File: src/rtl/core/stp_pkg.sv
// shared types and constants of the symbol to word packer
package stp_pkg;

   localparam int DEF_MAX_WORD_BITS = 64;
   localparam int QUEUE_DEPTH       = 2;
   localparam int SYMBOL_W          = 8;
   localparam int CSR_DATA_W        = 8;
   localparam int CSR_INDEX_W       = 2;

   localparam logic [3:0] RESET_SYMBOL_BITS  = 4'd2;
   localparam logic [6:0] RESET_WORD_BITS    = 7'd64;
   localparam logic [7:0] RESET_SYMBOLS_PER_SIG = 8'd0;

   typedef enum logic [CSR_INDEX_W-1:0] {
      REG_SYMBOL_BITS     = 2'd0,
      REG_WORD_BITS       = 2'd1,
      REG_SYMBOLS_PER_SIG = 2'd2
   } reg_index_type;

   // control bits that travel with each queued word
   typedef struct packed {
      logic closes;    // word ends a signature
      logic two;       // an all-zero terminator word follows
   } word_ctl_type;

endpackage

File: src/rtl/core/symbol_to_word_packer.sv
// top level of the symbol to word packer
// a closed word passes the queue and the single output register on its way to rsp
// throughput: one symbol per cycle while the queue has room and one word per cycle
//   while rsp_ready is high; the terminator of a two-word symbol follows its word
// reset: synchronous, active high; registers return to 2-bit symbols, 64-bit words,
//   variable length signatures, and the open word, count and queue are cleared
module symbol_to_word_packer import stp_pkg::*; #(
   parameter int MAX_WORD_BITS = DEF_MAX_WORD_BITS
) (
   input  logic                     clock,
   input  logic                     reset,
   // configuration writes
   input  logic                     csr_write_en,
   input  logic [CSR_INDEX_W-1:0]   csr_index,
   input  logic [CSR_DATA_W-1:0]    csr_data,
   // symbol input
   input  logic                     req_valid,
   output logic                     req_ready,
   input  logic [SYMBOL_W-1:0]      req_symbol,
   input  logic                     req_end_of_signature,
   // word output
   output logic                     rsp_valid,
   input  logic                     rsp_ready,
   output logic [MAX_WORD_BITS-1:0] rsp_packed_word,
   output logic                     rsp_closes_signature,
   output logic                     rsp_last_of_run
);

   localparam int FILL_W  = $clog2(MAX_WORD_BITS + 1);
   localparam int CTL_W   = $bits(word_ctl_type);
   localparam int ENTRY_W = MAX_WORD_BITS + CTL_W;

   // front to queue
   logic                     q_push;
   logic [MAX_WORD_BITS-1:0] push_word;
   word_ctl_type             push_ctl;
   logic                     q_full;
   // queue to back
   logic                     q_pop;
   logic                     q_not_empty;
   logic [ENTRY_W-1:0]       pop_entry;
   word_ctl_type             pop_ctl;
   // right-align shift for the configured word width
   logic [FILL_W-1:0]        align_shift;

   // front end packs symbols left-aligned and decides which words close
   stp_front #(
      .MAX_WORD_BITS (MAX_WORD_BITS),
      .FILL_W        (FILL_W)
   ) u_front (
      .clock                (clock),
      .reset                (reset),
      .csr_write_en         (csr_write_en),
      .csr_index            (csr_index),
      .csr_data             (csr_data),
      .req_valid            (req_valid),
      .req_ready            (req_ready),
      .req_symbol           (req_symbol),
      .req_end_of_signature (req_end_of_signature),
      .q_full               (q_full),
      .q_push               (q_push),
      .q_word               (push_word),
      .q_ctl                (push_ctl),
      .align_shift          (align_shift)
   );

   // closed words wait here so input and output stall independently
   stp_queue #(
      .WIDTH (ENTRY_W),
      .DEPTH (QUEUE_DEPTH)
   ) u_queue (
      .clock     (clock),
      .reset     (reset),
      .push      (q_push),
      .push_data ({push_word, push_ctl}),
      .pop       (q_pop),
      .not_empty (q_not_empty),
      .full      (q_full),
      .pop_data  (pop_entry)
   );

   assign pop_ctl = word_ctl_type'(pop_entry[CTL_W-1:0]);

   // back end aligns each word and inserts the terminator word when needed
   stp_back #(
      .MAX_WORD_BITS (MAX_WORD_BITS),
      .FILL_W        (FILL_W)
   ) u_back (
      .clock                (clock),
      .reset                (reset),
      .q_not_empty          (q_not_empty),
      .q_word               (pop_entry[ENTRY_W-1:CTL_W]),
      .q_ctl                (pop_ctl),
      .q_pop                (q_pop),
      .align_shift          (align_shift),
      .rsp_valid            (rsp_valid),
      .rsp_ready            (rsp_ready),
      .rsp_packed_word      (rsp_packed_word),
      .rsp_closes_signature (rsp_closes_signature),
      .rsp_last_of_run      (rsp_last_of_run)
   );

endmodule

File: src/rtl/core/stp_front.sv
// front end: config registers, symbol packing and word closing
module stp_front import stp_pkg::*; #(
   parameter int MAX_WORD_BITS = DEF_MAX_WORD_BITS,
   parameter int FILL_W        = $clog2(MAX_WORD_BITS + 1)
) (
   input  logic                     clock,
   input  logic                     reset,
   input  logic                     csr_write_en,
   input  logic [CSR_INDEX_W-1:0]   csr_index,
   input  logic [CSR_DATA_W-1:0]    csr_data,
   input  logic                     req_valid,
   output logic                     req_ready,
   input  logic [SYMBOL_W-1:0]      req_symbol,
   input  logic                     req_end_of_signature,
   input  logic                     q_full,
   output logic                     q_push,
   output logic [MAX_WORD_BITS-1:0] q_word,
   output word_ctl_type             q_ctl,
   output logic [FILL_W-1:0]        align_shift
);

   logic [3:0]               sym_bits_ff;
   logic [6:0]               word_bits_ff;
   logic [7:0]               sym_per_sig_ff;
   logic [MAX_WORD_BITS-1:0] buf_ff, buf_in;
   logic [FILL_W-1:0]        fill_ff, fill_in;
   logic [7:0]               count_ff, count_in;

   logic [3:0]               sb_eff;
   logic [7:0]               wb_t;
   logic [FILL_W-1:0]        wb_eff;
   logic [7:0]               sym_m;
   logic [FILL_W-1:0]        fill_new;
   logic [FILL_W-1:0]        ins_pos;
   logic [MAX_WORD_BITS-1:0] buf_new;
   logic [7:0]               count_new;
   logic                     count_hit;
   logic                     close_fill;
   logic                     term;
   logic                     accept;
   logic                     csr_hit;

   // effective widths after clamping
   always_comb begin
      if (sym_bits_ff == 4'd0) begin
         sb_eff = 4'd1;
      end else if (sym_bits_ff > 4'd8) begin
         sb_eff = 4'd8;
      end else begin
         sb_eff = sym_bits_ff;
      end
      wb_t = {1'b0, word_bits_ff};
      if (wb_t < {4'd0, sb_eff}) begin
         wb_t = {4'd0, sb_eff};
      end
      if (wb_t > 8'(MAX_WORD_BITS)) begin
         wb_t = 8'(MAX_WORD_BITS);
      end
      wb_eff = FILL_W'(wb_t);
   end

   assign align_shift = FILL_W'(MAX_WORD_BITS) - wb_eff;

   // buffer is kept left-aligned, so padding and terminator bits are already zero
   assign sym_m    = req_symbol & 8'((9'd1 << sb_eff) - 9'd1);
   assign fill_new = fill_ff + FILL_W'(sb_eff);
   assign ins_pos  = FILL_W'(MAX_WORD_BITS) - fill_new;
   assign buf_new  = buf_ff | (MAX_WORD_BITS'(sym_m) << ins_pos);

   assign count_new  = count_ff + 8'd1;
   assign count_hit  = (sym_per_sig_ff != 8'd0) && (count_new == sym_per_sig_ff);
   assign close_fill = ({1'b0, fill_new} + (FILL_W + 1)'(sb_eff)) > {1'b0, wb_eff};
   assign term       = (sym_per_sig_ff == 8'd0) && req_end_of_signature;

   assign req_ready = !q_full;
   assign accept    = req_valid && req_ready;

   assign q_push     = accept && (count_hit || close_fill || term);
   assign q_word     = buf_new;
   assign q_ctl.closes = count_hit || (term && !(count_hit || close_fill));
   assign q_ctl.two    = (count_hit || close_fill) && term;

   always_comb begin
      buf_in   = buf_ff;
      fill_in  = fill_ff;
      count_in = count_ff;
      if (accept) begin
         if (count_hit || close_fill || term) begin
            buf_in  = '0;
            fill_in = '0;
         end else begin
            buf_in  = buf_new;
            fill_in = fill_new;
         end
         if (sym_per_sig_ff == 8'd0 || count_hit) begin
            count_in = 8'd0;
         end else begin
            count_in = count_new;
         end
      end
   end

   always_comb begin
      case (reg_index_type'(csr_index))
         REG_SYMBOL_BITS, REG_WORD_BITS, REG_SYMBOLS_PER_SIG: csr_hit = csr_write_en;
         default:                                            csr_hit = 1'b0;
      endcase
   end

   always_ff @(posedge clock) begin
      if (reset) begin
         sym_bits_ff    <= RESET_SYMBOL_BITS;
         word_bits_ff   <= RESET_WORD_BITS;
         sym_per_sig_ff <= RESET_SYMBOLS_PER_SIG;
         buf_ff         <= '0;
         fill_ff        <= '0;
         count_ff       <= '0;
      end else if (csr_hit) begin
         case (reg_index_type'(csr_index))
            REG_SYMBOL_BITS:     sym_bits_ff    <= csr_data[3:0];
            REG_WORD_BITS:       word_bits_ff   <= csr_data[6:0];
            REG_SYMBOLS_PER_SIG: sym_per_sig_ff <= csr_data;
            default:             sym_bits_ff    <= sym_bits_ff;
         endcase
         buf_ff   <= '0;
         fill_ff  <= '0;
         count_ff <= '0;
      end else begin
         buf_ff   <= buf_in;
         fill_ff  <= fill_in;
         count_ff <= count_in;
      end
   end

   // an open word always has room for one more symbol
   a_fill_room: assert property (@(posedge clock) disable iff (reset)
      ({1'b0, fill_ff} + (FILL_W + 1)'(sb_eff)) <= {1'b0, wb_eff})
      else $error("open word cannot take another symbol");

   // the symbol count stays below the signature length
   a_count_range: assert property (@(posedge clock) disable iff (reset)
      (sym_per_sig_ff == 8'd0) ? (count_ff == 8'd0) : (count_ff < sym_per_sig_ff))
      else $error("symbol count out of range");

endmodule

File: src/rtl/core/stp_queue.sv
// small fifo between the packing front end and the output back end
module stp_queue import stp_pkg::*; #(
   parameter int WIDTH = 2,
   parameter int DEPTH = QUEUE_DEPTH
) (
   input  logic             clock,
   input  logic             reset,
   input  logic             push,
   input  logic [WIDTH-1:0] push_data,
   input  logic             pop,
   output logic             not_empty,
   output logic             full,
   output logic [WIDTH-1:0] pop_data
);

   localparam int PTR_W = (DEPTH > 1) ? $clog2(DEPTH) : 1;
   localparam int CNT_W = $clog2(DEPTH + 1);

   logic [WIDTH-1:0] entry_ff [DEPTH];
   logic [PTR_W-1:0] wr_ptr_ff, wr_ptr_in;
   logic [PTR_W-1:0] rd_ptr_ff, rd_ptr_in;
   logic [CNT_W-1:0] count_ff, count_in;

   assign not_empty = (count_ff != CNT_W'(0));
   assign full      = (count_ff == CNT_W'(DEPTH));
   assign pop_data  = entry_ff[rd_ptr_ff];

   always_comb begin
      wr_ptr_in = wr_ptr_ff;
      rd_ptr_in = rd_ptr_ff;
      count_in  = count_ff;
      if (push) begin
         wr_ptr_in = (wr_ptr_ff == PTR_W'(DEPTH - 1)) ? '0 : wr_ptr_ff + PTR_W'(1);
      end
      if (pop) begin
         rd_ptr_in = (rd_ptr_ff == PTR_W'(DEPTH - 1)) ? '0 : rd_ptr_ff + PTR_W'(1);
      end
      case ({push, pop})
         2'b10:   count_in = count_ff + CNT_W'(1);
         2'b01:   count_in = count_ff - CNT_W'(1);
         default: count_in = count_ff;
      endcase
   end

   always_ff @(posedge clock) begin
      if (push) begin
         entry_ff[wr_ptr_ff] <= push_data;
      end
   end

   always_ff @(posedge clock) begin
      if (reset) begin
         wr_ptr_ff <= '0;
         rd_ptr_ff <= '0;
         count_ff  <= '0;
      end else begin
         wr_ptr_ff <= wr_ptr_in;
         rd_ptr_ff <= rd_ptr_in;
         count_ff  <= count_in;
      end
   end

   // no overflow and no underflow
   a_no_overflow: assert property (@(posedge clock) disable iff (reset)
      !(push && full && !pop) && !(pop && !not_empty))
      else $error("queue overflow or underflow");

endmodule

File: src/rtl/core/stp_back.sv
// back end: output register, alignment and terminator word
module stp_back import stp_pkg::*; #(
   parameter int MAX_WORD_BITS = DEF_MAX_WORD_BITS,
   parameter int FILL_W        = $clog2(MAX_WORD_BITS + 1)
) (
   input  logic                     clock,
   input  logic                     reset,
   input  logic                     q_not_empty,
   input  logic [MAX_WORD_BITS-1:0] q_word,
   input  word_ctl_type             q_ctl,
   output logic                     q_pop,
   input  logic [FILL_W-1:0]        align_shift,
   output logic                     rsp_valid,
   input  logic                     rsp_ready,
   output logic [MAX_WORD_BITS-1:0] rsp_packed_word,
   output logic                     rsp_closes_signature,
   output logic                     rsp_last_of_run
);

   logic                     valid_ff, valid_in;
   logic                     term_pend_ff, term_pend_in;
   logic [MAX_WORD_BITS-1:0] word_ff, word_in;
   logic                     closes_ff, closes_in;
   logic                     last_ff, last_in;
   logic                     out_free;

   assign out_free = !valid_ff || rsp_ready;

   always_comb begin
      valid_in     = valid_ff;
      term_pend_in = term_pend_ff;
      word_in      = word_ff;
      closes_in    = closes_ff;
      last_in      = last_ff;
      q_pop        = 1'b0;
      if (out_free) begin
         if (term_pend_ff) begin
            valid_in     = 1'b1;
            term_pend_in = 1'b0;
            word_in      = '0;
            closes_in    = 1'b1;
            last_in      = 1'b1;
         end else if (q_not_empty) begin
            q_pop        = 1'b1;
            valid_in     = 1'b1;
            term_pend_in = q_ctl.two;
            word_in      = q_word >> align_shift;
            closes_in    = q_ctl.closes;
            last_in      = !q_ctl.two;
         end else begin
            valid_in = 1'b0;
         end
      end
   end

   always_ff @(posedge clock) begin
      if (reset) begin
         valid_ff     <= 1'b0;
         term_pend_ff <= 1'b0;
      end else begin
         valid_ff     <= valid_in;
         term_pend_ff <= term_pend_in;
      end
   end

   always_ff @(posedge clock) begin
      word_ff   <= word_in;
      closes_ff <= closes_in;
      last_ff   <= last_in;
   end

   assign rsp_valid            = valid_ff;
   assign rsp_packed_word      = word_ff;
   assign rsp_closes_signature = closes_ff;
   assign rsp_last_of_run      = last_ff;

   // a pending terminator only follows a first word still on display
   a_term_after_word: assert property (@(posedge clock) disable iff (reset)
      term_pend_ff |-> (valid_ff && !last_ff))
      else $error("terminator pending without its first word");

   // a word that is not last of its run is always followed by the terminator
   a_not_last_pends: assert property (@(posedge clock) disable iff (reset)
      (valid_ff && !last_ff) |-> term_pend_ff)
      else $error("non-final word without pending terminator");

endmodule

File: config.mk
export PLATFORM = sky130hd
export DESIGN_NAME = symbol_to_word_packer
export DESIGN_NICKNAME = d
export VERILOG_FILES = /design/src/rtl/core/stp_pkg.sv /design/src/rtl/core/symbol_to_word_packer.sv /design/src/rtl/core/stp_front.sv /design/src/rtl/core/stp_queue.sv /design/src/rtl/core/stp_back.sv
export SDC_FILE = /design/constraint.sdc
export NUM_CORES = 1
export LEC_CHECK = 0
export BUFFER_PORTS_ARGS = -buffer_cell sky130_fd_sc_hd__buf_2
export CAP_MARGIN = 20
export CORE_MARGIN = 1.5
export CORE_UTILIZATION = 56
export DETAILED_ROUTE_END_ITERATION = 8
export PLACE_DENSITY_LB_ADDON = 0.1
export SLEW_MARGIN = 20
export SYNTH_ARGS = -nofsm -noshare
export SYNTH_HDL_FRONTEND = slang
export SYNTH_SLANG_ARGS = --single-unit
File: constraint.sdc
create_clock -name clock -period 7.4 [get_ports clock]
set_input_delay 1.48 -clock clock [delete_from_list [all_inputs] [get_ports clock]]
set_output_delay 1.48 -clock clock [all_outputs]
set_load 0.01 [all_outputs]
==> After elaboration in Yosys (flattened, before gate mapping) <==
Memories as Yosys holds them, arrays and structs flattened. A register that Yosys moved wholly into a read port is not among the register bits.
Cells that the tools add are included.
{ "word_totals": {"regBits": 170, "memories": 1, "mem_bits_rw": 132, "out_inout_bits": 68, "input_bits": 24, "word_cells": 92} }
{ "op_classes": {"order_cmp": 4, "bitwise_logic": 2, "n_reduce_logical": 28, "n_addsub": 10, "mux": 24, "shifts": 3, "n_eq_ne": 6} }
{ "mem_list": {"columns": ["name", "depth", "width", "read_ports", "rd_clocked_by_memory_dff", "wr", "line", "source"], "rows": [
  ["u_queue.entry_ff", 2, 66, 1, 1, 1, "stp_queue.sv:19", "logic [WIDTH-1:0] entry_ff [DEPTH];"]
]} }
{ "ops": {"columns": ["cell", "n"], "rows": [
  ["2-to-1 mux 64 bit", 2],
  ["bitwise OR 64 bit", 1],
  ["left shift 8 x 7 -> 64 bit", 1],
  ["right shift 64 x 7 -> 64 bit", 1],
  ["2-to-1 mux 7 bit", 3],
  ["2-to-1 mux 1 bit", 15],
  ["subtractor 7 bit (first input constant)", 2],
  ["adder 7 x 4 -> 8 bit", 1],
  ["adder 8 x 1 -> 8 bit (second input constant)", 1],
  ["AND 8 bit", 1],
  ["equality test 8 bit", 1],
  ["greater-than comparator 8 x 7 -> 1 bit", 1],
  ["logical NOT 8 bit", 1],
  ["2-to-1 mux 4 bit", 2],
  ["2-to-1 mux 8 bit", 1],
  ["AND reduction 2 bit", 4],
  ["nonzero test 8 bit", 1],
  ["left shift 1 x 4 -> 8 bit (first input constant)", 1],
  ["subtractor 8 x 1 -> 8 bit (second input constant)", 1],
  ["adder 7 x 4 -> 7 bit", 1],
  ["greater-than comparator 7 bit (second input constant)", 1],
  ["< comparator 7 x 4 -> 1 bit", 1],
  ["equality test 2 bit (second input constant)", 3],
  ["logical AND 1 bit", 6],
  ["other kinds (13)", 24]
]} }

==> Depth between registers and ports, before layout <==
Gate-level depths: netlist of the first run.
{ "logic_depth": {"word_depth": 13, "ltp_mapped": 25, "mapped_depth_nobuf": 22} }

==> Modules after synthesis <==
A second synthesis of the first run with hierarchy kept.
{ "unflattened": {"hier_cells": 1605, "hier_area_um2": 17958.5} }
{ "by_module_without_submodules": {"columns": ["mod", "cells_each", "n_inst", "seq_area_each_um2", "area_per_inst_um2"], "rows": [
  ["stp_front", 821, 1, 1961.9, 6617.6],
  ["stp_back", 557, 1, 2021.9, 6381.1],
  ["stp_queue", 227, 1, 4063.9, 4959.8]
]} }

==> Worst setup path after synthesis of the first run <==
Ideal clock, no wire load.
{ "synth_path": {"kind": "register to register", "startpoint": "register u_front.sym_bits_ff[2]", "endpoint": "memory u_queue.entry_ff[0][0] (netlist name) (enable)", "setup_slack_ps": 381, "setup_ps": 491, "path_stages_with_launch": 20, "arrival_time_ps": 6529, "path_buffers": 1, "period_less_slack_ps": 7019, "required_time_ps": 6909, "path_cell_list": "dfxtp_1 clkbuf_1 o21ba_2 nor2_1 ha_1 fa_1 xnor2_1 inv_1 ha_1 a21oi_1 nor2b_1 o21a_1 xnor2_1 ha_1 nand3_1 o22a_1 o31ai_1 nand4_1 nand2_1 nor2_1"} }
{ "synth_via": {"elab_chain_len": 13, "elab_cells_between_ends": 16, "classes_between": "add/sub: 2; order compare: 4; mux: 6; reduce/logical: 4"} }
{ "synth_rtl": {"columns": ["element", "line", "source"], "rows": [
  ["start, declared", "stp_front.sv:22", "logic [3:0] sym_bits_ff;"],
  ["start signal, assigned", "stp_front.sv:120", "REG_SYMBOL_BITS: sym_bits_ff <= csr_data[3:0];"],
  ["start signal, assigned", "stp_front.sv:123", "default: sym_bits_ff <= sym_bits_ff;"],
  ["greater-than comparator 4 bit", "stp_front.sv:47", "end else if (sym_bits_ff > 4'd8) begin"],
  ["2-to-1 mux 4 bit", "stp_front.sv:47", null],
  ["2-to-1 mux 4 bit *", "stp_front.sv:45", "if (sym_bits_ff == 4'd0) begin"],
  ["< comparator 7 x 4 -> 1 bit", "stp_front.sv:53", "if (wb_t < {4'd0, sb_eff}) begin"],
  ["2-to-1 mux 7 bit", "stp_front.sv:53", null],
  ["greater-than comparator 7 bit", "stp_front.sv:56", "if (wb_t > 8'(MAX_WORD_BITS)) begin"],
  ["2-to-1 mux 7 bit", "stp_front.sv:56", null],
  ["greater-than comparator 8 x 7 -> 1 bit *", "stp_front.sv:72", "assign close_fill = ({1'b0, fill_new} + (FILL_W + 1)'(sb_eff)) > {1'b0, wb_eff};"],
  ["logical OR 1 bit * (2 in series)", "stp_front.sv:78", "assign q_push = accept && (count_hit || close_fill || term);"],
  ["logical AND 1 bit *", "stp_front.sv:78", null],
  ["2-to-1 mux 1 bit *", "stp_queue.sv:46", "if (push) begin"],
  ["2-to-1 mux 1 bit (implied by the code) *", "stp_queue.sv:47", "entry_ff[wr_ptr_ff] <= push_data;"],
  ["end, declared", "stp_queue.sv:19", null]
]} }
Every way passes the cells marked *; elsewhere a longest branch is shown, timed or not.

==> Worst setup path after layout of the first run <==
{ "layout_path": {"startpoint": "register u_front.sym_bits_ff[3]", "endpoint": "register u_queue.count_ff[1]"} }
{ "layout_via": {"elab_chain_len": 13, "elab_cells_between_ends": 18, "classes_between": "add/sub: 2; order compare: 4; eq/ne: 2; mux: 5; reduce/logical: 5"} }
{ "layout_rtl": {"columns": ["element", "line", "source"], "rows": [
  ["greater-than comparator 4 bit", "stp_front.sv:47", null],
  ["2-to-1 mux 4 bit", "stp_front.sv:47", null],
  ["2-to-1 mux 4 bit *", "stp_front.sv:45", null],
  ["< comparator 7 x 4 -> 1 bit", "stp_front.sv:53", null],
  ["2-to-1 mux 7 bit", "stp_front.sv:53", null],
  ["greater-than comparator 7 bit", "stp_front.sv:56", null],
  ["2-to-1 mux 7 bit", "stp_front.sv:56", null],
  ["greater-than comparator 8 x 7 -> 1 bit *", "stp_front.sv:72", null],
  ["logical OR 1 bit * (2 in series)", "stp_front.sv:78", null],
  ["logical AND 1 bit *", "stp_front.sv:78", null],
  ["equality test 2 x 1 -> 1 bit or equality test 2 bit (tied branches)", "stp_queue.sv:38", "case ({push, pop})"],
  ["one-hot mux 2 bit (2 select lines) or nonzero test 2 bit (tied branches)", null, null],
  ["end signal, assigned", "stp_queue.sv:59", "count_ff <= count_in;"],
  ["end, declared", "stp_queue.sv:22", "logic [CNT_W-1:0] count_ff, count_in;"]
]} }
Marks and branches as above.
A chain may end at the register's enable or synchronous reset.

==> results.rst, run 1 <==
.. list-table::
   :header-rows: 1

   * - Metric
     - Value
   * - Worst ir drop on vdd
     - 248 uV
   * - 1st-pass router iterations
     - 7
   * - Number of cells in the finished layout apart from fillers
     - 2155
   * - Post-Synthesis Cell Area
     - 17800 um^2
   * - Crit Path Class
     - reg -> reg
   * - Register area share after synthesis
     - 0.452
   * - Die Ht
     - 181 um
   * - Power share of the sequential group
     - 0.355
   * - Tightest Pin Transition
     - 1.19 ns
   * - Setup Total Neg Slack
     - 0 ns
   * - Capture instance of the worst register-to-register path
     - u_queue.count_ff[1]
   * - Startpoint types
     - register
   * - Slew Limit Headroom
     - 0.208
   * - Number of buffers inserted by hold repair at cts
     - 0
   * - Net Sw Frac
     - 0.380
   * - Post-Syn Nets
     - 1737
   * - Worst r2r src
     - u_front.sym_bits_ff[3]
   * - Largest area contributor in the synthesized netlist
     - edfxtp_1
   * - RSZ-0062 raised after global routing
     - no
   * - Placed Cells incl. Taps
     - 2097
   * - Clock tree buffer depth
     - 3
   * - Total wire length
     - 53.1 mm
   * - Wire length of the first global-routing pass
     - a little over 80 mm
   * - Post-CTS repair timing setup buffer count
     - 0
   * - Post-synthesis area per instance
     - 10.5 um^2
   * - Clk root buf
     - clkbuf_16
   * - Worst reg-to-reg path cell count
     - 20
   * - Share of synthesized flip-flops with an asynchronous set or reset
     - 0
   * - Part of the total power dissipated in the clock network
     - 0.243
   * - Area of the core
     - approximately 31000 um^2
   * - Source-to-sink clock delay at the later pin of the worst-skew pair
     - 0.58 ns
   * - Port buffer count
     - 91
   * - Number of I/O pins
     - 92
   * - CP endpoint kind
     - register
   * - Arrival time worst endpoint
     - around 6.4 ns
   * - Largest net degree at the start of global routing
     - slightly above 70
   * - Hold endpoint
     - u_front.buf_ff[37]
   * - Chip width
     - 181 um
   * - Total die area
     - around 33000 um^2
   * - Post-synthesis cell type count
     - 90
   * - Primary FF master, synth
     - edfxtp_1
   * - Maximum clock rate
     - about 0.17 GHz
   * - Overall track demand over capacity in global routing
     - 0.319
   * - Share of Yosys cell area claimed by the top area cell type
     - 0.334
   * - Final nets
     - ~1.8k
   * - Final count of pins violating max slew
     - 0
   * - Setup Viol. Count Final
     - 0
   * - Number of instances resized during post-cts repair
     - 0
   * - Critical Path Source
     - u_front.sym_bits_ff[3]
   * - Detailed placement HPWL
     - between 30 and 40 mm
   * - Floorplan row count
     - 65
   * - Total number of vias
     - about 14k
   * - Maximum fanout along the worst path
     - 12
   * - Part of the total power dissipated in combinational logic
     - 0.402
   * - Largest cells by area after synthesis
     - edfxtp_1 33%, dfxtp_1 12%, mux2i_1 6.6%, mux4_2 6.3%, nor2_1 3.8%
   * - Post-synthesis to final-layout area growth
     - 10.0%
   * - Outcome
     - completed
   * - Net switching power
     - ~2.5 mW
   * - Worst hold path depth
     - 2
   * - Hold Slack
     - approximately 0.45 ns
   * - Clk sink count
     - 303
   * - Hold Startpoint
     - u_front.buf_ff[37]
   * - Global placer's final weighted congestion
     - between 1 and 1.5
   * - Routed wire per std cell
     - 24.7 um
   * - Share of post-route cells with drive strength above 1
     - 0.173
   * - Static Leakage
     - 7.85 nW
   * - Power Dens Cells
     - 342 nW/um^2
   * - Number of storage elements in the synthesis netlist
     - 303
   * - Post-route clock period utilization
     - 0.799
   * - Via density per instance
     - 6.66
   * - Antenna violation net count after detailed routing
     - 0
   * - Register-to-register path setup slack
     - 1.48 ns
   * - Final global-route overflow total
     - 0
   * - Clock-pin slew on the worst setup and hold paths
     - 0.06 ns
   * - Effective utilization at floorplan
     - 0.567
   * - Min-Delay Path Class
     - reg -> reg
   * - Shortest clock period the worst path allows after layout
     - ~6 ns
   * - EDFF count, synth
     - 198
   * - Number of clock buffers inserted by TritonCTS
     - 31
   * - Clock tree from TritonCTS
     - done
   * - Final hold violation count
     - 0
   * - # DRC
     - 0
   * - Internal
     - between 4 and 5 mW
   * - Number of synthesis warnings
     - 0
   * - # diodes
     - 0
   * - Data required time of the critical path
     - 7.89 ns
   * - Antenna violations before repair
     - 0
   * - Number of design-rule violations left by the first detailed-router iteration
     - about 1.6k
   * - Number of global-route vias before repair
     - about 13k
   * - Clock Skew
     - 0.0270 ns
   * - Mapped Cells
     - around 1.7k
   * - Maximum Capacitance Violations
     - 0
   * - H-tree levels
     - 1
==> cell type report <==
cell class / count / area (um^2)
clock buffers: 40 / 860
multi-input cells: 1244 / 9150
repair buffers: 127 / 726
clock inverters: 18 / 214
flip-flops and latches: 303 / 8050
well taps: 402 / 503
inverters: 21 / 81.3
fillers: 2538 / 11800
==> layer usage <==
metal,track usage,vias to the layer above,share of wire
met1,0.459,6956,0.43
met2,0.490,726,0.45
met5,0,-,0
met4,0.109,0,0.035
li1,-,6557,-
met3,0.0524,114,0.085
==> sequential cells by signal, summed over array words and instances, names as in the netlist, named ones only <==
| register | count |
|---|---|
| u_back.rsp_valid | 1 |
| u_back.rsp_packed_word | 64 |
| u_front.sym_per_sig_ff | 8 |
| u_front.word_bits_ff | 7 |
| u_queue.wr_ptr_ff | 1 |
| u_queue.rd_ptr_ff | 1 |
| u_front.fill_ff | 7 |
| u_back.rsp_last_of_run | 1 |
| u_queue.entry_ff | 132 |
| u_queue.count_ff | 2 |
| u_back.term_pend_ff | 1 |
| u_front.count_ff | 8 |
| u_back.rsp_closes_signature | 1 |
| u_front.sym_bits_ff | 4 |
| u_front.buf_ff | 64 |
==> placed cells by master, fill, tap and decap left out, types with 16 or more instances in the layout <==
master,count
nor2_1,177
clkbuf_16,31
nand2_1,132
inv_1,18
mux2_2,36
mux2i_1,118
xnor2_1,24
a21o_1,61
nor3_1,37
buf_2,91
mux4_2,50
o21ai_0,44
xor2_1,16
o22ai_1,19
nand3_1,37
o211a_1,23
ha_1,22
a21oi_1,83
a211oi_1,24
a31oi_1,59
buf_4,36
dfxtp_1,104
o211ai_1,18
edfxtp_1,198
==> metrics by stage <==
stage	area (um^2)	setup WS [ns]	utilization	power, mW
final	19600	1.48	0.624	6.69
after global routing	19600	0.935	0.624	6.98
after detailed placement	18500	1.59	0.590	5.03
after CTS	19600	1.53	0.624	6.66
after global placement	18500	1.75	0.590	5.01
after floorplan	17800	0.381	-	4.13
==> worst max path at each step <==
stage                                          to  slack (ns)  cells past startpoint
after CTS                     u_queue.count_ff[1]        1.53                     20
after detailed placement  u_queue.entry_ff[1][63]        1.59                     19
after global placement        u_queue.count_ff[1]        1.75                     20
final                         u_queue.count_ff[1]        1.48                     20
after global routing          u_queue.count_ff[1]        0.94                     20
after floorplan            u_queue.entry_ff[0][0]        0.38                     19
==> kinds of logic (layout without fill, tap and decap cells) <==
family,count (synthesis),count (layout),synth area share
adder cells (fa/ha/maj),25,25,0.0184
other,1,1,0.000211
buffers and inverters,141,206,0.0373
AND/OR/NAND/NOR,488,488,0.125
flip-flops,303,303,0.452
multiplexers,205,205,0.154
AO/OA/AOI/OAI,482,482,0.191
XOR/XNOR,43,43,0.0224
==> cell usage after synthesis (8+ instances only) <==
library cell	instances
nor2_1	182
o221ai_1	10
a22oi_1	15
a21oi_1	83
edfxtp_1	198
o211ai_1	18
mux2i_1	118
o21ai_0	44
o22ai_1	19
ha_1	23
a31oi_1	59
xor2_1	16
a211oi_1	24
o21a_1	12
nor2b_1	13
o211a_1	23
nor3_1	37
or3_1	8
inv_1	18
mux4_2	50
a21o_1	61
dfxtp_1	105
nand3_1	37
a221oi_1	15
and2_1	16
o21bai_1	10
and3_1	10
nand2_1	132
mux2_2	36
nand2b_1	15
xnor2_1	24
buf_2	40
clkbuf_1	61
==> worst max-delay path, stage by stage (launching register included) <==
cell and delay, ns:
dfxtp_1 0.58, clkinv_1 0.40, nand2_1 0.27, inv_1 0.12, fa_1 0.42, xnor2_1 0.40
inv_1 0.15, ha_1 0.36, a21oi_1 0.21, nor2b_1 0.08, o21a_1 0.20, xnor2_1 0.13
ha_1 0.33, o21ai_0 0.08, a21oi_1 0.06, o31ai_1 0.33, nand4_1 0.46, nand2_1 0.43
ha_1 0.33, or3_1 0.38, a21oi_1 0.14
==> power by group through the flow <==
stage	logic, mW	registers (mW)	clock network [mW]
after global placement	2.61	2.40	0
after floorplan	1.65	2.48	0
after global routing	2.85	2.41	1.72
final	2.69	2.38	1.63
after CTS	2.63	2.38	1.65
after detailed placement	2.62	2.41	0
(Power assumes the default switching activity.)
==> inputs of run 2 (changes only) <==
--- a/config.mk
+++ b/config.mk
@@ -8,7 +8,7 @@
 export BUFFER_PORTS_ARGS = -buffer_cell sky130_fd_sc_hd__buf_2
 export CAP_MARGIN = 20
 export CORE_MARGIN = 1.5
-export CORE_UTILIZATION = 56
+export CORE_UTILIZATION = 60
 export DETAILED_ROUTE_END_ITERATION = 8
 export PLACE_DENSITY_LB_ADDON = 0.1
 export SLEW_MARGIN = 20
==> constraint.sdc (replaced) <==
create_clock -name clock -period 5.45 [get_ports clock]
set_input_delay 1.09 -clock clock [delete_from_list [all_inputs] [get_ports clock]]
set_output_delay 1.09 -clock clock [all_outputs]
set_load 0.01 [all_outputs]
==> results.rst, run 2 (same netlist as run 1, synthesis figures left out) <==
.. list-table::
   :header-rows: 1

   * - Metric
     - Value
   * - Total stage count of the critical path
     - 19
   * - Global placer's final weighted congestion
     - 1.07
   * - Maximum cell stage delay along the critical path
     - ~0.68 ns
   * - Maximum Capacitance Violations
     - 0
   * - Worst r2r src
     - u_front.sym_bits_ff[2]
   * - # DRC
     - 1
   * - Chip width
     - approximately 180 um
   * - # diodes
     - 0
   * - Area of the core
     - 28900 um^2
   * - Capture instance of the worst register-to-register path
     - u_queue.entry_ff[0][64]
   * - Finished Core Util
     - 0.677
   * - Number of clock buffers inserted by TritonCTS
     - 31
   * - List of cells traversed by the critical path
     - o21ba_2 -> nor2_1 -> ha_1 -> fa_1 -> xnor2_1 -> inv_1 -> ha_1 -> a21oi_1 -> nor2b_1 -> o21a_1 -> xnor2_1 -> ha_1 -> o21ai_0 -> a21oi_1 -> o31ai_2 -> nand4_1 -> nand2_2 -> nor2_4 -> buf_4
   * - Final hold violation count
     - 0
   * - Register-to-register path setup slack
     - 0.38 ns
   * - Critical Path Source
     - u_front.sym_bits_ff[2]
   * - Wire length of the first global-routing pass
     - 82.2 mm
   * - Antenna violations before repair
     - 0
   * - Setup Viol. Count Final
     - 0
   * - Overall track demand over capacity in global routing
     - 0.352
   * - CP bufs+invs
     - 2
   * - Source-to-sink clock delay at the later pin of the worst-skew pair
     - around 0.57 ns
   * - CP endpoint kind
     - register
   * - Data required time of the critical path
     - between 5 and 6 ns
   * - Number of design-rule violations left by the first detailed-router iteration
     - 1878
   * - Total wire length
     - about 54 mm
   * - Hold Slack
     - 0.456 ns
   * - Crit Path Class
     - reg -> reg
   * - Number of buffers inserted by hold repair at cts
     - 0
   * - Via density per instance
     - between 6 and 7
   * - Startpoint types
     - register
   * - Antenna violation net count after detailed routing
     - 0
   * - Number of instances resized during post-cts repair
     - 0
   * - Most frequent cell on the critical path
     - ha_1
   * - Placed Cells incl. Taps
     - 2087
   * - Most frequent standard cell in the layout excluding fill and tap cells
     - edfxtp_1
   * - Detailed placement HPWL
     - 39.8 mm
   * - Maximum fanout along the worst path
     - 66
   * - H-tree levels
     - 1
   * - Maximum clock rate
     - 0.197 GHz
   * - Clk sink count
     - around 300
   * - Total number of vias
     - 14.6k
   * - Post-route clock period utilization
     - 0.930
   * - Port buffer count
     - 91
   * - Shortest clock period the worst path allows after layout
     - 5.07 ns
   * - Worst reg-to-reg path cell count
     - 19
   * - Clock tree buffer depth
     - 3
   * - Tightest Pin Transition
     - 1.11 ns
   * - RSZ-0062 raised after global routing
     - no
   * - Worst ir drop on vdd
     - 346 uV
   * - Number of I/O pins
     - 92
   * - Sum of internal, switching and leakage power
     - ~8.9 mW
   * - CP delay by family, top
     - adder cells
   * - Register name with the most flops
     - u_queue.entry_ff
   * - Violated checks
     - DRC
   * - Static Leakage
     - 7.86 nW
   * - Number of global-route vias before repair
     - ~14k
   * - Outcome
     - finished, violations left
   * - Largest net degree at the start of global routing
     - 70
   * - Clock-pin slew on the worst setup and hold paths
     - 0.06 ns
   * - Slowest-stage cell, CP
     - buf_4
   * - Clock tree from TritonCTS
     - done
   * - Effective utilization at floorplan
     - 0.615
   * - Clk root buf
     - clkbuf_16
   * - 1st-pass router iterations
     - 8
   * - Routed wire per std cell
     - roughly 25 um
   * - Arrival time worst endpoint
     - 5.25 ns
   * - Total die area
     - 30700 um^2
   * - End point of the critical path
     - u_queue.entry_ff[0][64]
   * - Share of post-route cells with drive strength above 1
     - 0.176
   * - Floorplan row count
     - 62
   * - Min-Delay Path Class
     - reg -> reg
   * - Post-CTS repair timing setup buffer count
     - 0
   * - Die Ht
     - 175 um
   * - Post-synthesis to final-layout area growth
     - 9.94%
   * - Final global-route overflow total
     - 0
   * - Clock Skew
     - roughly 0.019 ns
   * - Number of cells in the finished layout apart from fillers
     - around 2.1k
   * - Flip-flop count of the largest register, all copies and words added
     - 132
   * - Final count of pins violating max slew
     - 0
   * - Power Dens Cells
     - 456 nW/um^2
   * - Leading cell types in the layout, fill and taps excluded
     - 198 x edfxtp_1, 177 x nor2_1, 131 x nand2_1
   * - Final nets
     - 1786
   * - Slew Limit Headroom
     - 0.261
==> run 2: changes by cell type in the layout (fill, tap and decap cells not counted), moves of 2 or more <==
cell / before / now
clkinv_2: 4 / 7
clkbuf_1: 4 / 9
bufinv_16: 4 / 1
clkinvlp_4: 3 / 1
buf_4: 36 / 41
inv_6: 4 / 2
buf_12: 0 / 4
clkbuf_8: 5 / 2
==> run 2: metrics by stage <==
step	setup slack [ns]	setup TNS (ns)	instance area [um^2]
floorplan	-0.481	-63.44	17800
CTS	0.287	0	19600
global placement	0.522	0	18600
global route	0.0540	0	19600
finish	0.382	0	19600
detailed placement	0.322	0	18600
==> run 2: report_power, final <==
| part | switching (mW) | internal (mW) | total [mW] |
|---|---|---|---|
| combinational | 2.36 | 1.32 | 3.69 |
| clock | 0.868 | 1.12 | 1.99 |
| sequential | 0.218 | 3.04 | 3.25 |
==> run 2: how the worst min path moves through the flow <==
stage | start | endpoint | slack [ns] | depth (start not counted)
4_1_cts | u_front.buf_ff[37] | u_front.buf_ff[37] | 0.46 | 2
3_5_place_dp | u_front.buf_ff[37] | u_front.buf_ff[37] | 0.45 | 2
3_3_place_gp | u_front.buf_ff[36] | u_front.buf_ff[36] | 0.43 | 2
5_1_grt | u_front.buf_ff[37] | u_front.buf_ff[37] | 0.49 | 2
6_report | u_front.buf_ff[37] | u_front.buf_ff[37] | 0.46 | 2
2_1_floorplan | u_front.buf_ff[32] | u_front.buf_ff[32] | 0.42 | 2
==> run 2: final cells by class <==
cell class	instances	area [um^2]
tap	384	480
timing repair buffer	136	843
clock buffer	42	837
inverter	21	81.3
fill	2273	9360
clock inverter	14	109
sequential	303	8050
multi-input combinational	1244	9170
==> run 2: worst reg2reg max path, delay by kind of cell, from the launching register on <==
family	cells	cell delay, ns
xor+xnor	2	0.34
buf+inv	2	0.78
fa+ha+maj	4	1.37
simple gates	5	0.58
flops	1	0.49
compound gates	6	1.00
==> run 2: layer usage <==
metal  GRT usage  vias to the layer above  share of wire
met2       0.530                      781           0.44
met5           0                        -              0
li1            -                     6595              -
met1       0.508                     7111           0.42
met4       0.140                        0          0.044
met3      0.0628                      149          0.097
==> inputs of run 3 (changes only) <==
--- a/config.mk
+++ b/config.mk
@@ -11,6 +11,7 @@
 export CORE_UTILIZATION = 60
 export DETAILED_ROUTE_END_ITERATION = 8
 export PLACE_DENSITY_LB_ADDON = 0.1
+export REMOVE_ABC_BUFFERS = 1
 export SLEW_MARGIN = 20
 export SYNTH_ARGS = -nofsm -noshare
 export SYNTH_HDL_FRONTEND = slang
==> results.rst, run 3 (same netlist as run 1, synthesis figures left out) <==
.. list-table::
   :header-rows: 1

   * - Metric
     - Value
   * - Net Sw Frac
     - 0.384
   * - Part of the total power dissipated in combinational logic
     - 0.408
   * - RSZ-0062 raised after global routing
     - no
   * - Register-to-register path setup slack
     - 0.45 ns
   * - Post-route clock period utilization
     - 0.917
   * - Setup Viol. Count Final
     - 0
   * - Total area of multi-input combinational cells
     - 9160 um^2
   * - Worst reg-to-reg path cell count
     - 21
   * - # DRC
     - 0
   * - Clock-pin slew on the worst setup and hold paths
     - 0.06 ns
   * - Routed wire per std cell
     - 25.1 um
   * - Min-Delay Path Class
     - reg -> reg
   * - Clock tree buffer depth
     - 3
   * - Final global-route overflow total
     - 0
   * - Placed Cells incl. Taps
     - 2102
   * - Maximum Capacitance Violations
     - 0
   * - H-tree levels
     - 1
   * - Number of design-rule violations left by the first detailed-router iteration
     - 1822
   * - Total wire length
     - approximately 54 mm
   * - Register name with the most flops
     - u_queue.entry_ff
   * - Worst ir drop on vdd
     - between 300 and 400 uV
   * - Port buffer count
     - 91
   * - Floorplan row count
     - 62
   * - Maximum fanout along the worst path
     - 9
   * - Internal
     - about 5.6 mW
   * - Clk root buf
     - clkbuf_16
   * - Number of cells in the finished layout apart from fillers
     - 2162
   * - Power share of the sequential group
     - 0.363
   * - Total number of vias
     - 14.8k
   * - Wire length on met3
     - 5.12 mm
   * - Leading cell types in the layout, fill and taps excluded
     - 198 x edfxtp_1, 177 x nor2_1, 131 x nand2_1
   * - Area of the core
     - 28900 um^2
   * - Post-Place Cell Area
     - 18700 um^2
   * - Number of I/O pins
     - approximately 90
   * - Source-to-sink clock delay at the later pin of the worst-skew pair
     - 0.58 ns
   * - Setup WS post-layout
     - 0.453 ns
   * - Slew Limit Headroom
     - 0.300
   * - Most frequent standard cell in the layout excluding fill and tap cells
     - edfxtp_1
   * - Post-synthesis to final-layout area growth
     - 10.7%
   * - Clk sink count
     - between 300 and 400
   * - Final count of pins violating max slew
     - 0
   * - Antenna violation net count after detailed routing
     - 0
   * - Worst Setup Slack post-DPL
     - between 0.3 and 0.4 ns
   * - List of cells traversed by the critical path
     - o21ba_2 -> nor2_1 -> ha_1 -> fa_1 -> xnor2_1 -> inv_1 -> ha_1 -> nor2b_1 -> o21ai_0 -> nand2b_1 -> xor2_1 -> ha_1 -> o21ai_0 -> a21oi_1 -> o31ai_1 -> nand4_1 -> buf_4 -> nand2_2 -> ha_1 -> or3_1 -> a21oi_1
   * - Overall track demand over capacity in global routing
     - 0.352
   * - Worst hold path depth
     - 2
   * - Sum of internal, switching and leakage power
     - around 9 mW
   * - Top routing layer used
     - met4
   * - Most frequent cell on the critical path
     - ha_1
   * - Final Instance Area
     - 19700 um^2
   * - Clock tree from TritonCTS
     - done
   * - Number of instances resized during post-cts repair
     - 0
   * - Power Dens Cells
     - ~460 nW/um^2
   * - Die Ht
     - 175 um
   * - Static Leakage
     - just under 8 nW
   * - 1st-pass router iterations
     - 8
   * - Via density per instance
     - 6.84
   * - CP endpoint kind
     - register
   * - CP bufs+invs
     - 2
   * - Detailed placement HPWL
     - 39.8 mm
   * - Final nets
     - 1801
   * - Hold Slack
     - approximately 0.45 ns
   * - Effective utilization at floorplan
     - 0.615
   * - Outcome
     - completed
   * - Antenna violations before repair
     - 0
   * - Arrival time worst endpoint
     - 5.49 ns
   * - Storage cell area
     - ~8100 um^2
   * - Final hold violation count
     - 0
   * - Net switching power
     - 3.47 mW
   * - CP delay by family, top
     - adder cells
   * - Post-CTS repair timing setup buffer count
     - 0
   * - Chip width
     - 175 um
   * - Final-layout fill cell count
     - 2211
   * - Maximum cell stage delay along the critical path
     - 0.47 ns
   * - Tightest Pin Transition
     - 1.05 ns
   * - Flip-flop count of the largest register, all copies and words added
     - 132
   * - Post-Route M1 WL
     - 23.2 mm
   * - Global placer's final weighted congestion
     - 1.01
   * - Number of buffers inserted by hold repair at cts
     - 0
   * - Part of the total power dissipated in the clock network
     - 0.230
   * - Total die area
     - between 30000 and 40000 um^2
   * - Clock Skew
     - around 0.013 ns
   * - Number of global-route vias before repair
     - 14.0k
   * - Largest net degree at the start of global routing
     - 71
   * - Data required time of the critical path
     - about 6 ns
   * - Startpoint types
     - register
   * - Met2 wire length
     - 24.2 mm
   * - Slowest-stage cell, CP
     - fa_1
   * - Wire length of the first global-routing pass
     - between 80 and 90 mm
   * - Maximum clock rate
     - approximately 0.2 GHz
   * - Crit Path Class
     - reg -> reg
   * - Number of clock buffers inserted by TritonCTS
     - 31
   * - Share of post-route cells with drive strength above 1
     - 0.183
   * - Total stage count of the critical path
     - 21
   * - Shortest clock period the worst path allows after layout
     - 5.00 ns
==> run 3: cell types whose count changed in the layout (fill, tap and decap cells not counted), sizes merged <==
cell and delta:
clkbuf +3, diode +1, clkinv +1, buf +14, inv -1
==> run 3: worst paths after layout <==
check / start / end
setup / recovery: u_front.sym_bits_ff[1] / u_queue.count_ff[1]
hold / removal: u_front.buf_ff[37] / u_front.buf_ff[37]
setup reg to reg: u_front.sym_bits_ff[1] / u_queue.count_ff[1]
hold reg to reg: u_front.buf_ff[37] / u_front.buf_ff[37]
==> run 3: routing by layer <==
| metal | vias to the layer above | track usage |
|---|---|---|
| li1 | 6607 | - |
| met1 | 7239 | 0.508 |
| met2 | 838 | 0.539 |
| met3 | 104 | 0.0578 |
| met4 | 0 | 0.127 |
| met5 | - | 0 |
==> run 3: final cells by class <==
type | count | share of cell area
sequential | 303 | 0.408
tap | 384 | 0.0244
clock buffer | 44 | 0.0454
multi-input combinational | 1244 | 0.465
clock inverter | 14 | 0.00520
antenna | 1 | 0.000127
timing repair buffer | 151 | 0.0477
inverter | 21 | 0.00412
==> run 3: power groups by stage <==
stage	Clock [mW]	Sequential (mW)	Combinational (mW)
3_5_place_dp	0	3.33	3.55
4_1_cts	2.09	3.28	3.58
3_3_place_gp	0	3.30	3.53
2_1_floorplan	0	3.49	2.11
5_1_grt	2.18	3.32	3.88
6_report	2.07	3.27	3.68
==> run 3: worst register-to-register path, delay by kind of cell, from the launching register on <==
| family | cells | cell delay [ns] |
|---|---|---|
| xor+xnor | 2 | 0.40 |
| compound gates | 6 | 1.03 |
| fa+ha+maj | 5 | 1.68 |
| buf+inv | 2 | 0.32 |
| simple gates | 6 | 1.02 |
| flops | 1 | 0.46 |
==> run 3: metrics by stage <==
| stage | util | TNS, ns |
|---|---|---|
| finish | 0.681 | 0 |
| global route | 0.681 | 0 |
| CTS | 0.681 | 0 |
| detailed placement | 0.646 | 0 |
| global placement | 0.646 | 0 |
| floorplan | - | -258.89 |
